File: config.mk
export PLATFORM = sky130hd
export DESIGN_NAME = mtrd_divider
export DESIGN_NICKNAME = d
export VERILOG_FILES = /design/src/mtrd_pkg.sv /design/src/mtrd_divider.sv
export SDC_FILE = /design/constraint.sdc
export NUM_CORES = 1
export LEC_CHECK = 0
export BUFFER_PORTS_ARGS = -buffer_cell sky130_fd_sc_hd__buf_2
export CORE_MARGIN = 3
export CORE_UTILIZATION = 61
export CTS_CLUSTER_DIAMETER = 30
export DETAILED_ROUTE_END_ITERATION = 10
export PLACE_DENSITY_LB_ADDON = 0.3
export SETUP_SLACK_MARGIN = 0.4
export SYNTH_ARGS = -nofsm -noshare
export SYNTH_HDL_FRONTEND = slang
export SYNTH_SLANG_ARGS = --single-unit
File: constraint.sdc
create_clock -name i_clk -period 7.9 [get_ports i_clk]
set_input_delay 0.395 -clock i_clk [delete_from_list [all_inputs] [get_ports i_clk]]
set_output_delay 0.395 -clock i_clk [all_outputs]
set_load 0.1 [all_outputs]
File: src/mtrd_pkg.sv
package mtrd_pkg;

    // Generator geometry
    localparam int unsigned TW_N  = 624;
    localparam int unsigned TW_M  = 397;
    localparam int unsigned IDX_W = 10;

    typedef logic [IDX_W-1:0] t_idx;

    localparam t_idx IDX_LAST     = t_idx'(TW_N - 1);
    localparam t_idx IDX_N        = t_idx'(TW_N);       // seeded, twist due
    localparam t_idx IDX_UNSEEDED = t_idx'(TW_N + 1);   // never seeded
    localparam t_idx IDX_WRAP     = t_idx'(TW_N - TW_M);
    localparam t_idx IDX_M        = t_idx'(TW_M);

    // Generator constants
    localparam logic [31:0] TW_UPPER        = 32'h8000_0000;
    localparam logic [31:0] TW_LOWER        = 32'h7fff_ffff;
    localparam logic [31:0] TW_MATRIX       = 32'h9908_b0df;
    localparam logic [31:0] TW_DEFAULT_SEED = 32'd5489;
    localparam logic [31:0] FILL_MULT       = 32'd1812433253;
    localparam logic [31:0] TEMPER_B        = 32'h9d2c_5680;
    localparam logic [31:0] TEMPER_C        = 32'hefc6_0000;

    // Command codes
    localparam logic [1:0] CMD_RESEED = 2'd0;
    localparam logic [1:0] CMD_RAW    = 2'd1;
    localparam logic [1:0] CMD_RANGED = 2'd2;

    // Request bundle toward the state memory
    typedef struct packed {
        logic        rd1_en;
        t_idx        rd1_addr;
        logic        rd2_en;
        t_idx        rd2_addr;
        logic        wr_en;
        t_idx        wr_addr;
        logic [31:0] wr_data;
    } t_mem_req;

    // Output tempering
    function automatic logic [31:0] temper(input logic [31:0] w);
        logic [31:0] y;
        y = w;
        y = y ^ (y >> 11);
        y = y ^ ((y << 7) & TEMPER_B);
        y = y ^ ((y << 15) & TEMPER_C);
        y = y ^ (y >> 18);
        return y;
    endfunction

endpackage

File: src/mtrd_divider.sv
module mtrd_divider (
    input  logic        i_clk,
    input  logic        i_rst_n,
    input  logic        i_start,
    input  logic [30:0] i_dividend,
    input  logic [31:0] i_divisor,
    output logic        o_done,
    output logic [31:0] o_rem
);
    import mtrd_pkg::*;

    localparam int unsigned DIV_STEPS = 31;
    localparam int unsigned CNT_W     = $clog2(DIV_STEPS);
    localparam logic [CNT_W-1:0] CNT_LAST = CNT_W'(DIV_STEPS - 1);

    logic             r_busy;
    logic             r_done;
    logic [CNT_W-1:0] r_cnt;
    logic [30:0]      r_num;
    logic [31:0]      r_rem;
    logic [31:0]      r_div;
    logic [32:0]      trial;
    logic [32:0]      diff;
    logic [31:0]      n_rem;

    // Restoring step: shift in one dividend bit, subtract when it fits
    assign trial = {r_rem, r_num[30]};
    assign diff  = trial - {1'b0, r_div};
    assign n_rem = (trial >= {1'b0, r_div}) ? diff[31:0] : trial[31:0];

    always_ff @(posedge i_clk) begin
        if (!i_rst_n) begin
            r_busy <= 1'b0;
            r_done <= 1'b0;
            r_cnt  <= '0;
        end else begin
            r_done <= 1'b0;
            if (i_start) begin
                r_busy <= 1'b1;
                r_cnt  <= '0;
            end else if (r_busy) begin
                r_cnt <= r_cnt + 1'b1;
                if (r_cnt == CNT_LAST) begin
                    r_busy <= 1'b0;
                    r_done <= 1'b1;
                end
            end
        end
    end

    // Operand datapath
    always_ff @(posedge i_clk) begin
        if (i_start) begin
            r_num <= i_dividend;
            r_div <= i_divisor;
            r_rem <= '0;
        end else if (r_busy) begin
            r_num <= r_num << 1;
            r_rem <= n_rem;
        end
    end

    assign o_done = r_done;
    assign o_rem  = r_rem;

endmodule

# Word-level counts from Yosys, hierarchy flattened
# Cells that the tools add are included.
# word_totals
output_inout_bits	33
word_cells	22
ff_bits	102
# classes
addsub	2
order_cmp	1
mux	7
eq_ne	1
reduce_logical	3
bitwise	2
# ops
op	n
31-bit two-way mux	2
33-bit by 32-bit greater-or-equal comparator with 1-bit output	1
32-bit two-way mux	1
32-bit subtractor	1
5-bit by 1-bit adder with 5-bit output (second input constant)	1
5-bit equality test (second input constant)	1
1-bit two-way mux	4
3-bit OR reduction	1
1-bit inverter	2
2-bit nonzero test	1
2-bit OR reduction	1

# Logic depth before layout (Yosys ltp)
# Gate-level depths: netlist of the first run.
# depth
depth_word	4
ltp_mapped	13
mapped_depth_nobuf	13

# Least setup slack after synthesis of the first run
# OpenSTA, ideal clock, no wires.
# synth_timing
path_type	reg2reg
from	register r_rem[15], in the netlist o_rem[15]
to	register r_rem[11], in the netlist o_rem[11]
setup_slack_ns	4.454
path_stages_with_launch	13
synth_period_minus_slack_ns	3.446
required_time_ns	7.814
arrival_time_ns	3.360
path_buffers	3
path_cell_list	dfxtp_1 > ha_1 > buf_4 > a21oi_1 > o21ai_0 > a31oi_1 > a31oi_4 > a211o_1 > a41oi_2 > buf_6 > buf_2 > a21oi_1 > a211oi_1
# synth_between
elab_chain_cells	2
# synth_rtl
element	line_no	source
start: declaration	mtrd_divider.sv:20	logic [31:0] r_rem;
start signal: assignment	mtrd_divider.sv:59	r_rem <= n_rem;
33-bit by 32-bit greater-or-equal comparator with 1-bit output	mtrd_divider.sv:29	assign n_rem = (trial >= {1'b0, r_div}) ? diff[31:0] : trial[31:0];
32-bit two-way mux	mtrd_divider.sv:29	
# Every way passes these cells.
# A chain may end at the register's enable or synchronous reset.

# Worst setup path in the final report of the first run
# layout_timing
from	register r_rem[11], in the netlist o_rem[11]
to	register r_rem[29], in the netlist o_rem[29]
# layout_between
elab_chain_cells	2
word_cells_on_any_way	3
cone_classes	add/sub: 1; order compare: 1; mux: 1
# layout_rtl
element	line_no
32-bit subtractor / 33-bit by 32-bit greater-or-equal comparator with 1-bit output (equally long branches)	mtrd_divider.sv:28, mtrd_divider.sv:29
32-bit two-way mux (*)	mtrd_divider.sv:29
# Mark *: on every way between the ends. The rest lies on a longest branch, timed or not.

==> flow_summary.json, run 1 <==
{
  "status": "finished, final reports clean",
  "clock-sinks": 102,
  "yosysWarningCount": 0,
  "clock_skew_ns": 0.01216,
  "cts-root-buf": "clkbuf_8",
  "cp-end-kind": "register",
  "cts_resized": 0,
  "antenna_found_initial": 0,
  "sw_frac_of_total": 0.3363,
  "crit_chain": "ha_1 > a21oi_1 > o21ai_0 > a31oi_1 > a31oi_4 > a211o_1 > a41oi_4 > buf_4 > nand2b_1 > a2111oi_0 > a221o_1",
  "ys_top_cells_by_count": "63 x edfxtp_1, 60 x nor2_1, 45 x inv_1, 41 x a21oi_1, 39 x dfxtp_1",
  "hold_viol": 0,
  "syn_area_um2": 5730,
  "power_switching_uw": 438.8,
  "cpMaxStageDelayCell": "buf_4",
  "required_ns": 8.18,
  "synth_edf_count": 63,
  "overflow": 0,
  "yosysTopAreaCell": "edfxtp_1",
  "syn_area_per_cell_um2": 10.21,
  "worst_slew_pin_slew_ns": 1.136,
  "drt-initial-drc-count": 226,
  "period_share": 0.4330,
  "netlist_top_cells_area": "edfxtp_1 33%, dfxtp_1 14%, ha_1 7.4%, mux2_2 5.9%, nor2_1 3.9%",
  "synthFlopType": "edfxtp_1",
  "via_count": 4466,
  "fin_cells": 758,
  "ys_ff_latch": 102,
  "antennaDiodeCount": 0,
  "first_global_vias": 4205,
  "rsz0062_at_grt": "no",
  "p_per_area_nw_per_um2": 201.9,
  "hp-class": "in2reg",
  "cts_inserted_buffers": 9,
  "die_w_um": 102.9,
  "portBuffers": 98,
  "grt_max_degree": 55,
  "drive_above_1_share": 0.2400,
  "critPathMaxFanout": 41,
  "rows": 34,
  "worstPathArrival_ns": 3.70,
  "post_cts_buffers": 0,
  "p_seq_frac": 0.486,
  "worstSetupPathType": "reg2reg",
  "io_pins": 99,
  "synthArstFlopShare": 0,
  "fillers": 683,
  "gp_congestion": 0.9514,
  "first_pass_iters": 5,
  "initial_utilization": 0.6415,
  "cap_violations": 0,
  "crit_family": "compound AO/OA/AOI/OAI gates",
  "synth_cell_types": 57,
  "synth_most_common_cell": "edfxtp_1",
  "routed_via_density": 5.892,
  "fmax_ghz": 0.2923,
  "rrSetupSlack_ns": 4.48,
  "slew_headroom": 0.2418,
  "synth_fp_nets": 662,
  "path_clk_slew_ns": 0.10,
  "hold_buffers": 0,
  "utilization": 0.7234,
  "period_minus_slack_ns": 3.421,
  "cts_buffer_depth": 2,
  "slowest_delay_ns": 0.44,
  "final_nets": 746,
  "worst_slack_ns": 4.479,
  "place_hpwl_um": 8926,
  "htreeDepth": 3,
  "place_ws_ns": 4.555,
  "finalSetupTns_ns": 0,
  "setup_viol": 0,
  "core_area_um2": 8934,
  "clkLatencyLatePin_ns": 0.38,
  "synth_top_area_share": 0.3301,
  "netlist_instances": 561,
  "drc": 0,
  "wirelength_um": 12070,
  "syn2layout_area_growth_pct": 12.77,
  "critPathBufInv": 1,
  "ir_worst_vdd_mv": 0.1640,
  "share_comb_of_total_power": 0.262,
  "leakagePower_uw": 0.002824,
  "grt_pass1_wl_um": 19820,
  "ys_seq_area_frac": 0.4664,
  "fp.dieArea_um2": 10590,
  "die_y_um": 102.9,
  "post-place-cells": 742,
  "cts_tree": "done",
  "pwr-share-clk": 0.252,
  "ant_nets": 0,
  "drv_slew": 0,
  "startpoint_type": "register",
  "wire_per_inst_um": 15.92,
  "internal_power_uw": 865.8,
  "track_usage": 0.2385
}
-- power by group through the flow --
| stage | logic, uW | registers, uW | clock network [uW] |
|---|---|---|---|
| 2_1_floorplan | 195 | 714 | 0 |
| 3_3_place_gp | 333 | 643 | 0 |
| 3_5_place_dp | 340 | 646 | 0 |
| 4_1_cts | 342 | 634 | 338 |
| 5_1_grt | 372 | 639 | 361 |
| 6_report | 342 | 634 | 329 |
-- worst register-to-register path: cells and delay by family, from the launching register on --
family / cells / cell delay [ns]
DFF: 1 / 0.35
AOI/OAI and AO/OA: 8 / 1.85
buffers and inverters: 1 / 0.44
adders and majority gates: 1 / 0.38
and+or+nand+nor: 1 / 0.32
-- logic make-up after synthesis --
group / count (synthesis) / synth area share
xor+xnor: 31 / 0.04738
simple gates: 133 / 0.1048
flops: 102 / 0.4664
fa+ha+maj: 35 / 0.07773
buf+inv: 73 / 0.05131
mux: 40 / 0.07642
compound gates: 147 / 0.1760
-- layout make-up --
class / instances / area [um^2] / area share
multi-input cells: 386 / 2775 / 0.4294
flip-flops and latches: 102 / 2673 / 0.4136
repair buffers: 101 / 515.5 / 0.07977
inverters: 45 / 168.9 / 0.02614
clock buffers: 11 / 151.4 / 0.02343
well taps: 108 / 135.1 / 0.02091
clock inverters: 5 / 43.79 / 0.006776
-- state kept, by name, summed over array words and instances (netlist names) --
| signal | cells |
|---|---|
| o_rem | 32 |
| r_busy | 1 |
| o_done | 1 |
| r_div | 32 |
| r_cnt | 5 |
| r_num | 31 |
-- layer usage --
metal  track usage  up-vias  share of wire
met4       0.08865        0          0.027
met1        0.3017     2075           0.44
met5             0        -              0
met2        0.3947      144           0.48
li1              -     2214              -
met3       0.06157       33          0.055
-- final timing paths --
check | startpoint | to | cells after the start
hold reg to reg | o_rem[14] | o_rem[14] | 2
setup reg to reg | o_rem[11] | o_rem[29] | 11
setup / recovery | o_rem[11] | o_rem[29] | 11
hold / removal | i_divisor[28] | r_div[28] | 1
-- layout by cell type (no fill, tap or decap), types with 4 or more instances in the layout --
master / instances
a221oi_1: 4
a21o_1: 5
a211oi_1: 29
mux2i_1: 10
buf_2: 97
nand4_1: 7
buf_4: 4
clkbuf_8: 11
nor2_1: 60
xor2_1: 12
ha_1: 34
nand2b_1: 4
and3_1: 4
xnor2_1: 19
edfxtp_1: 63
a21oi_1: 41
nor2b_1: 6
mux2_2: 30
nor3_1: 7
a22oi_1: 6
inv_6: 5
dfxtp_1: 39
inv_1: 45
nand2_1: 25
o21bai_1: 5
nand3_1: 12
o21ai_0: 26
-- stage by stage --
stage | total power, uW | area (um^2) | hold slack [ns]
2_1_floorplan | 909.6 | 5731 | 0.4795
3_3_place_gp | 975.9 | 6267 | 0.4959
3_5_place_dp | 985.2 | 6267 | 0.5116
4_1_cts | 1314 | 6462 | 0.1645
5_1_grt | 1372 | 6462 | 0.1557
6_report | 1305 | 6462 | 0.1830
Note: power is estimated with default switching activity, not from simulation.
==> run 2: changes to the inputs <==
--- a/config.mk
+++ b/config.mk
@@ -5,9 +5,10 @@
 export SDC_FILE = /design/constraint.sdc
 export NUM_CORES = 1
 export LEC_CHECK = 0
+export ABC_AREA = 1
 export BUFFER_PORTS_ARGS = -buffer_cell sky130_fd_sc_hd__buf_2
 export CORE_MARGIN = 3
-export CORE_UTILIZATION = 61
+export CORE_UTILIZATION = 58
 export CTS_CLUSTER_DIAMETER = 30
 export DETAILED_ROUTE_END_ITERATION = 10
 export PLACE_DENSITY_LB_ADDON = 0.3
==> constraint.sdc (replaced) <==
create_clock -name i_clk -period 3.15 [get_ports i_clk]
set_input_delay 0.1575 -clock i_clk [delete_from_list [all_inputs] [get_ports i_clk]]
set_output_delay 0.1575 -clock i_clk [all_outputs]
set_load 0.1 [all_outputs]
==> flow_summary.json, run 2 <==
{
  "status": "finished, final reports clean",
  "synth_top_area_share": 0.2758,
  "yosysTopAreaCell": "edfxtp_1",
  "hp-class": "in2reg",
  "track_usage": 0.2655,
  "synth_xor_xnor_area_share": 0.02043,
  "first_global_vias": 6218,
  "die_w_um": 114.8,
  "overflow": 0,
  "worstSetupPathType": "reg2reg",
  "cts_resized": 0,
  "drv_slew": 0,
  "antenna_found_initial": 0,
  "slew_headroom": 0.3969,
  "cts_buffer_depth": 2,
  "leakagePower_uw": 0.004394,
  "period_share": 0.7847,
  "setup_viol": 0,
  "ir_worst_vdd_mv": 0.4296,
  "synthArstFlopShare": 0,
  "cap_violations": 0,
  "final_cell_mix": "403 x nand2_1, 171 x inv_1, 98 x buf_2",
  "synth-simple-area-share": 0.3726,
  "synthFlopType": "edfxtp_1",
  "place_ws_ns": 0.7210,
  "die_y_um": 114.8,
  "synth_edf_count": 63,
  "antennaDiodeCount": 0,
  "synth_fp_nets": 1085,
  "rsz0062_at_grt": "no",
  "fp.dieArea_um2": 13170,
  "clkLatencyLatePin_ns": 0.36,
  "p_per_area_nw_per_um2": 372.9,
  "gp_congestion": 1.019,
  "worstPathArrival_ns": 2.77,
  "via_count": 6238,
  "period_minus_slack_ns": 2.472,
  "worst_slack_ns": 0.6781,
  "wire_per_inst_um": 13.34,
  "rrSetupSlack_ns": 0.68,
  "rows": 39,
  "grt_pass1_wl_um": 28010,
  "first_pass_iters": 6,
  "synthMuxAreaShare": 0,
  "synthAdderAreaFrac": 0.06493,
  "wirelength_um": 16760,
  "drc": 0,
  "clock_skew_ns": 0.01133,
  "fmax_ghz": 0.4045,
  "worst_slew_pin_slew_ns": 0.9037,
  "core_area_um2": 11470,
  "hold_viol": 0,
  "startpoint_type": "register",
  "finalSetupTns_ns": 0,
  "cts_inserted_buffers": 9,
  "cts-root-buf": "clkbuf_16",
  "ys_seq_area_frac": 0.3896,
  "syn_area_per_cell_um2": 6.972,
  "ant_nets": 0,
  "place_hpwl_um": 12440,
  "netlist_instances": 984,
  "yosysWarningCount": 0,
  "path_clk_slew_ns": 0.08,
  "cp-end-kind": "register",
  "ys_ff_latch": 102,
  "synth_cell_types": 37,
  "required_ns": 3.45,
  "mostFrequentLayoutCell": "nand2_1",
  "grt_max_degree": 37,
  "post_cts_buffers": 0,
  "initial_utilization": 0.5983,
  "syn2layout_area_growth_pct": 16.98,
  "drt-initial-drc-count": 324,
  "synth_most_common_cell": "nand2_1",
  "portBuffers": 98,
  "synth_top_family_by_area": "simple AND/OR/NAND/NOR gates",
  "synth_compound_area_frac": 0.03228,
  "clock-sinks": 102,
  "critPathMaxFanout": 34,
  "final_nets": 1209,
  "syn_area_um2": 6860,
  "netlist_top_cells_area": "edfxtp_1 28%, nand2_1 22%, dfxtp_1 11%, inv_1 9.4%, ha_1 6.2%",
  "cts_tree": "done",
  "drive_above_1_share": 0.1473,
  "ys_top_cells_by_count": "403 x nand2_1, 171 x inv_1, 76 x nand3_1, 63 x edfxtp_1, 45 x nor2_1",
  "routed_via_density": 4.967,
  "io_pins": 99,
  "htreeDepth": 3
}
## run 2: cell types whose count changed after synthesis, moves of 12 or more
cell,change
a211oi_1,-28
inv_1,+126
nand2_1,+378
a21oi_1,-23
o21ai_1,+12
nand3b_1,+13
o21ai_0,-25
nand3_1,+64
nor2_1,-15
mux2_2,-30
xor2_1,-12
## run 2: worst max-delay path, stage by stage (launching register included)
cell and delay, ns:
edfxtp_1 0.37, inv_1 0.08, ha_1 0.27, nand2_1 0.14, inv_1 0.05, nand2_1 0.07
nand3_1 0.11, nand2_1 0.08, nand2_1 0.11, inv_2 0.09, nand2_2 0.09, nand2_4 0.36
nand2_8 0.26, nand2_1 0.15, nand3_1 0.07, nand2_1 0.09
## run 2: layout make-up
class,instances,area [um^2]
sequential,102,2673
clock buffer,10,229.0
inverter,182,683.2
tap,143,178.9
fill,983,3442
timing repair buffer,135,848.3
multi-input combinational,678,3366
clock inverter,6,47.55
## run 2: worst paths after layout
| path | startpoint | end | depth (start not counted) |
|---|---|---|---|
| worst max-delay path | r_div[12] | o_rem[20] | 15 |
| worst max register to register | r_div[12] | o_rem[20] | 15 |
| worst min register to register | o_rem[12] | o_rem[12] | 2 |
| worst min-delay path | i_dividend[0] | r_num[0] | 3 |
## run 2: cell families (layout without fill, tap and decap cells)
logic type	Yosys count	after routing
AO/OA/AOI/OAI	39	39
XOR/XNOR	16	16
adder cells (fa/ha/maj)	35	35
buffers and inverters	204	333
flip-flops	102	102
AND/OR/NAND/NOR	588	588
## run 2: power breakdown
part           switching (uW)  internal [uW]  leakage, uW
Clock                     522            544     0.000138
Sequential               24.0           1510     0.000946
Combinational             242            154      0.00331
Total                     788           2210      0.00439
## run 2: per-layer routing
metal / vias to the layer above / part of all wire / track usage
met2: 186 / 0.47 / 0.4575
met3: 44 / 0.060 / 0.05158
met5: - / 0 / 0
li1: 3282 / - / -
met1: 2726 / 0.43 / 0.3236
met4: 0 / 0.032 / 0.1174
## run 2: repair_timing
| item | 4_1_cts | 5_1_grt |
|---|---|---|
| endpoints found under the hold margin | 32 | 0 |
| setup endpoints to repair | 0 | 0 |
| hold buffers | 32 | 0 |
## run 2: per-stage QoR
stage               instance area, um^2  hold WS (ns)  utilization  total power (uW)  std cells
floorplan                          6860        0.2564            -              1804        984
global placement                   7428        0.3338       0.6478              1918       1208
detailed placement                 7428        0.3356       0.6478              1923       1208
CTS                                8025       0.05177       0.6998              3007       1256
global route                       8025       0.07532       0.6998              3115       1256
finish                             8025       0.06306       0.6998              2993       1256
==> run 3: changes to the inputs <==
--- a/config.mk
+++ b/config.mk
@@ -5,10 +5,10 @@
 export SDC_FILE = /design/constraint.sdc
 export NUM_CORES = 1
 export LEC_CHECK = 0
-export ABC_AREA = 1
+export ABC_AREA = 0
 export BUFFER_PORTS_ARGS = -buffer_cell sky130_fd_sc_hd__buf_2
 export CORE_MARGIN = 3
-export CORE_UTILIZATION = 58
+export CORE_UTILIZATION = 57
 export CTS_CLUSTER_DIAMETER = 30
 export DETAILED_ROUTE_END_ITERATION = 10
 export PLACE_DENSITY_LB_ADDON = 0.3
==> constraint.sdc (replaced) <==
create_clock -name i_clk -period 2.5 [get_ports i_clk]
set_input_delay 0.125 -clock i_clk [delete_from_list [all_inputs] [get_ports i_clk]]
set_output_delay 0.125 -clock i_clk [all_outputs]
set_load 0.1 [all_outputs]
==> flow_summary.json, run 3 (synthesized netlist as in run 1, its figures left out) <==
{
  "final_cell_mix": "103 x buf_4, 97 x buf_2, 63 x edfxtp_1",
  "p_seq_frac": 0.417,
  "setup_viol": 32,
  "portBuffers": 98,
  "cts-root-buf": "clkbuf_8",
  "pwr-share-clk": 0.238,
  "ir_worst_vdd_mv": 0.5185,
  "final_nets": 892,
  "sw_frac_of_total": 0.3514,
  "initial_utilization": 0.6030,
  "rrSetupSlack_ns": -0.49,
  "period_share": 1.195,
  "seq_area_um2": 2749,
  "slew_headroom": 0.3696,
  "crit_chain": "inv_1 > ha_2 > inv_2 > fa_2 > a21oi_2 > o21ai_2 > a41o_1 > a21oi_2 > buf_4 > buf_4 > o21bai_1 > a21oi_2 > xnor2_1 > mux2i_1 > a211oi_2",
  "cts_inserted_buffers": 9,
  "via_count": 5514,
  "critPathBufInv": 4,
  "multi_input_comb_area_um2": 3334,
  "drc": 0,
  "drive_above_1_share": 0.4761,
  "power_switching_uw": 1695,
  "die_y_um": 106.3,
  "die_w_um": 106.3,
  "fillers": 416,
  "startpoint_type": "register",
  "path_clk_slew_ns": 0.12,
  "final_area_um2": 8506,
  "status": "finished with violations",
  "rows": 35,
  "place_hpwl_um": 10530,
  "drt-initial-drc-count": 455,
  "worstPathArrival_ns": 3.27,
  "grt_pass1_wl_um": 27540,
  "fp.dieArea_um2": 11290,
  "htreeDepth": 3,
  "whs_ns": 0.02605,
  "slowest_delay_ns": 0.42,
  "gp_congestion": 0.9413,
  "first_pass_iters": 5,
  "wire_per_inst_um": 20.14,
  "worst_slack_ns": -0.4873,
  "period_minus_slack_ns": 2.987,
  "routed_via_density": 5.961,
  "crit_top_cell": "a21oi_2",
  "cpMaxStageDelayCell": "edfxtp_1",
  "dpl_cell_area_um2": 7217,
  "first_global_vias": 5576,
  "fmax_ghz": 0.3347,
  "violations": "setup timing",
  "p_per_area_nw_per_um2": 567.2,
  "finalSetupTns_ns": -10.40,
  "grt_max_degree": 47,
  "mostFrequentLayoutCell": "buf_4",
  "clock-sinks": 102,
  "track_usage": 0.3073,
  "io_pins": 99,
  "cts_buffer_depth": 2,
  "internal_power_uw": 3129,
  "drv_slew": 0,
  "syn2layout_area_growth_pct": 48.43,
  "clock_skew_ns": 0.02367,
  "antennaDiodeCount": 0,
  "clkLatencyLatePin_ns": 0.40,
  "share_comb_of_total_power": 0.344,
  "core_area_um2": 9503,
  "leakagePower_uw": 0.003656,
  "required_ns": 2.78,
  "hp-class": "in2reg",
  "overflow": 0,
  "wirelength_um": 18630,
  "cp-end-kind": "register",
  "critPathMaxFanout": 2,
  "cap_violations": 0,
  "worst_slew_pin_slew_ns": 0.9421,
  "worstSetupPathType": "reg2reg",
  "hold_viol": 0,
  "antenna_found_initial": 0,
  "ant_nets": 0,
  "cts_tree": "done",
  "crit_family": "compound AO/OA/AOI/OAI gates",
  "rsz0062_at_grt": "yes"
}
==> run 3: changes by cell type in the layout (fill, tap and decap cells not counted), moves of 12 or more <==
| cell | change |
|---|---|
| a211oi_1 | +21 |
| a21oi_2 | +12 |
| buf_4 | +98 |
| dfxtp_1 | -27 |
| dfxtp_4 | +17 |
| ha_1 | -13 |
| ha_4 | +12 |
| inv_1 | -132 |
| mux2_2 | +30 |
| nand2_1 | -380 |
| nand3_1 | -65 |
| nand3b_1 | -13 |
| o21ai_0 | +14 |
| xor2_1 | +12 |
==> run 3: final timing paths <==
check	from	to	depth (start not counted)
setup / recovery	r_num[30]	o_rem[16]	15
hold / removal	i_dividend[30]	r_num[30]	2
setup reg to reg	r_num[30]	o_rem[16]	15
hold reg to reg	r_cnt[4]	o_done	2
==> run 3: layout make-up <==
type                       count  area share
clock inverter                 5    0.004854
timing repair buffer         247      0.2207
multi-input combinational    386      0.3920
inverter                      45     0.01986
tap                          129     0.01898
clock buffer                  11     0.02045
sequential                   102      0.3232
==> run 3: power groups by stage <==
stage                     Combinational (uW)  Clock (uW)  Sequential (uW)
after global routing                    1750        1210             2030
after global placement                  1300           0             2030
final                                   1660        1150             2010
after CTS                               1500        1140             2010
after floorplan                          663           0             2260
after detailed placement                1330           0             2040
==> run 3: routing by layer <==
| metal | track usage | up-vias | routed length (um) |
|---|---|---|---|
| met4 | 0.1221 | 0 | 613 |
| met2 | 0.5452 | 292 | 9664 |
| met3 | 0.05829 | 62 | 1287 |
| met5 | 0 | - | 0 |
| met1 | 0.3661 | 2654 | 7069 |
| li1 | - | 2506 | - |
==> run 3: per-stage QoR <==
step | instances | util | setup slack, ns | power (uW)
3_5_place_dp | 854 | 0.7594 | -0.4099 | 3369
2_1_floorplan | 561 | - | -0.2553 | 2926
6_report | 925 | 0.8951 | -0.4873 | 4824
4_1_cts | 921 | 0.8719 | -0.2883 | 4646
3_3_place_gp | 854 | 0.7594 | -0.4598 | 3331
5_1_grt | 925 | 0.8951 | -0.5298 | 4989
==> run 3: what timing repair did <==
action                                  4_1_cts  5_1_grt
gates resized for setup                      64       35
hold buffers                                 33        0
endpoints found under the setup margin       32       32
endpoints found under the hold margin        33        0
pin swaps                                    41       29
cloned                                        5        1
setup buffers                                13        3
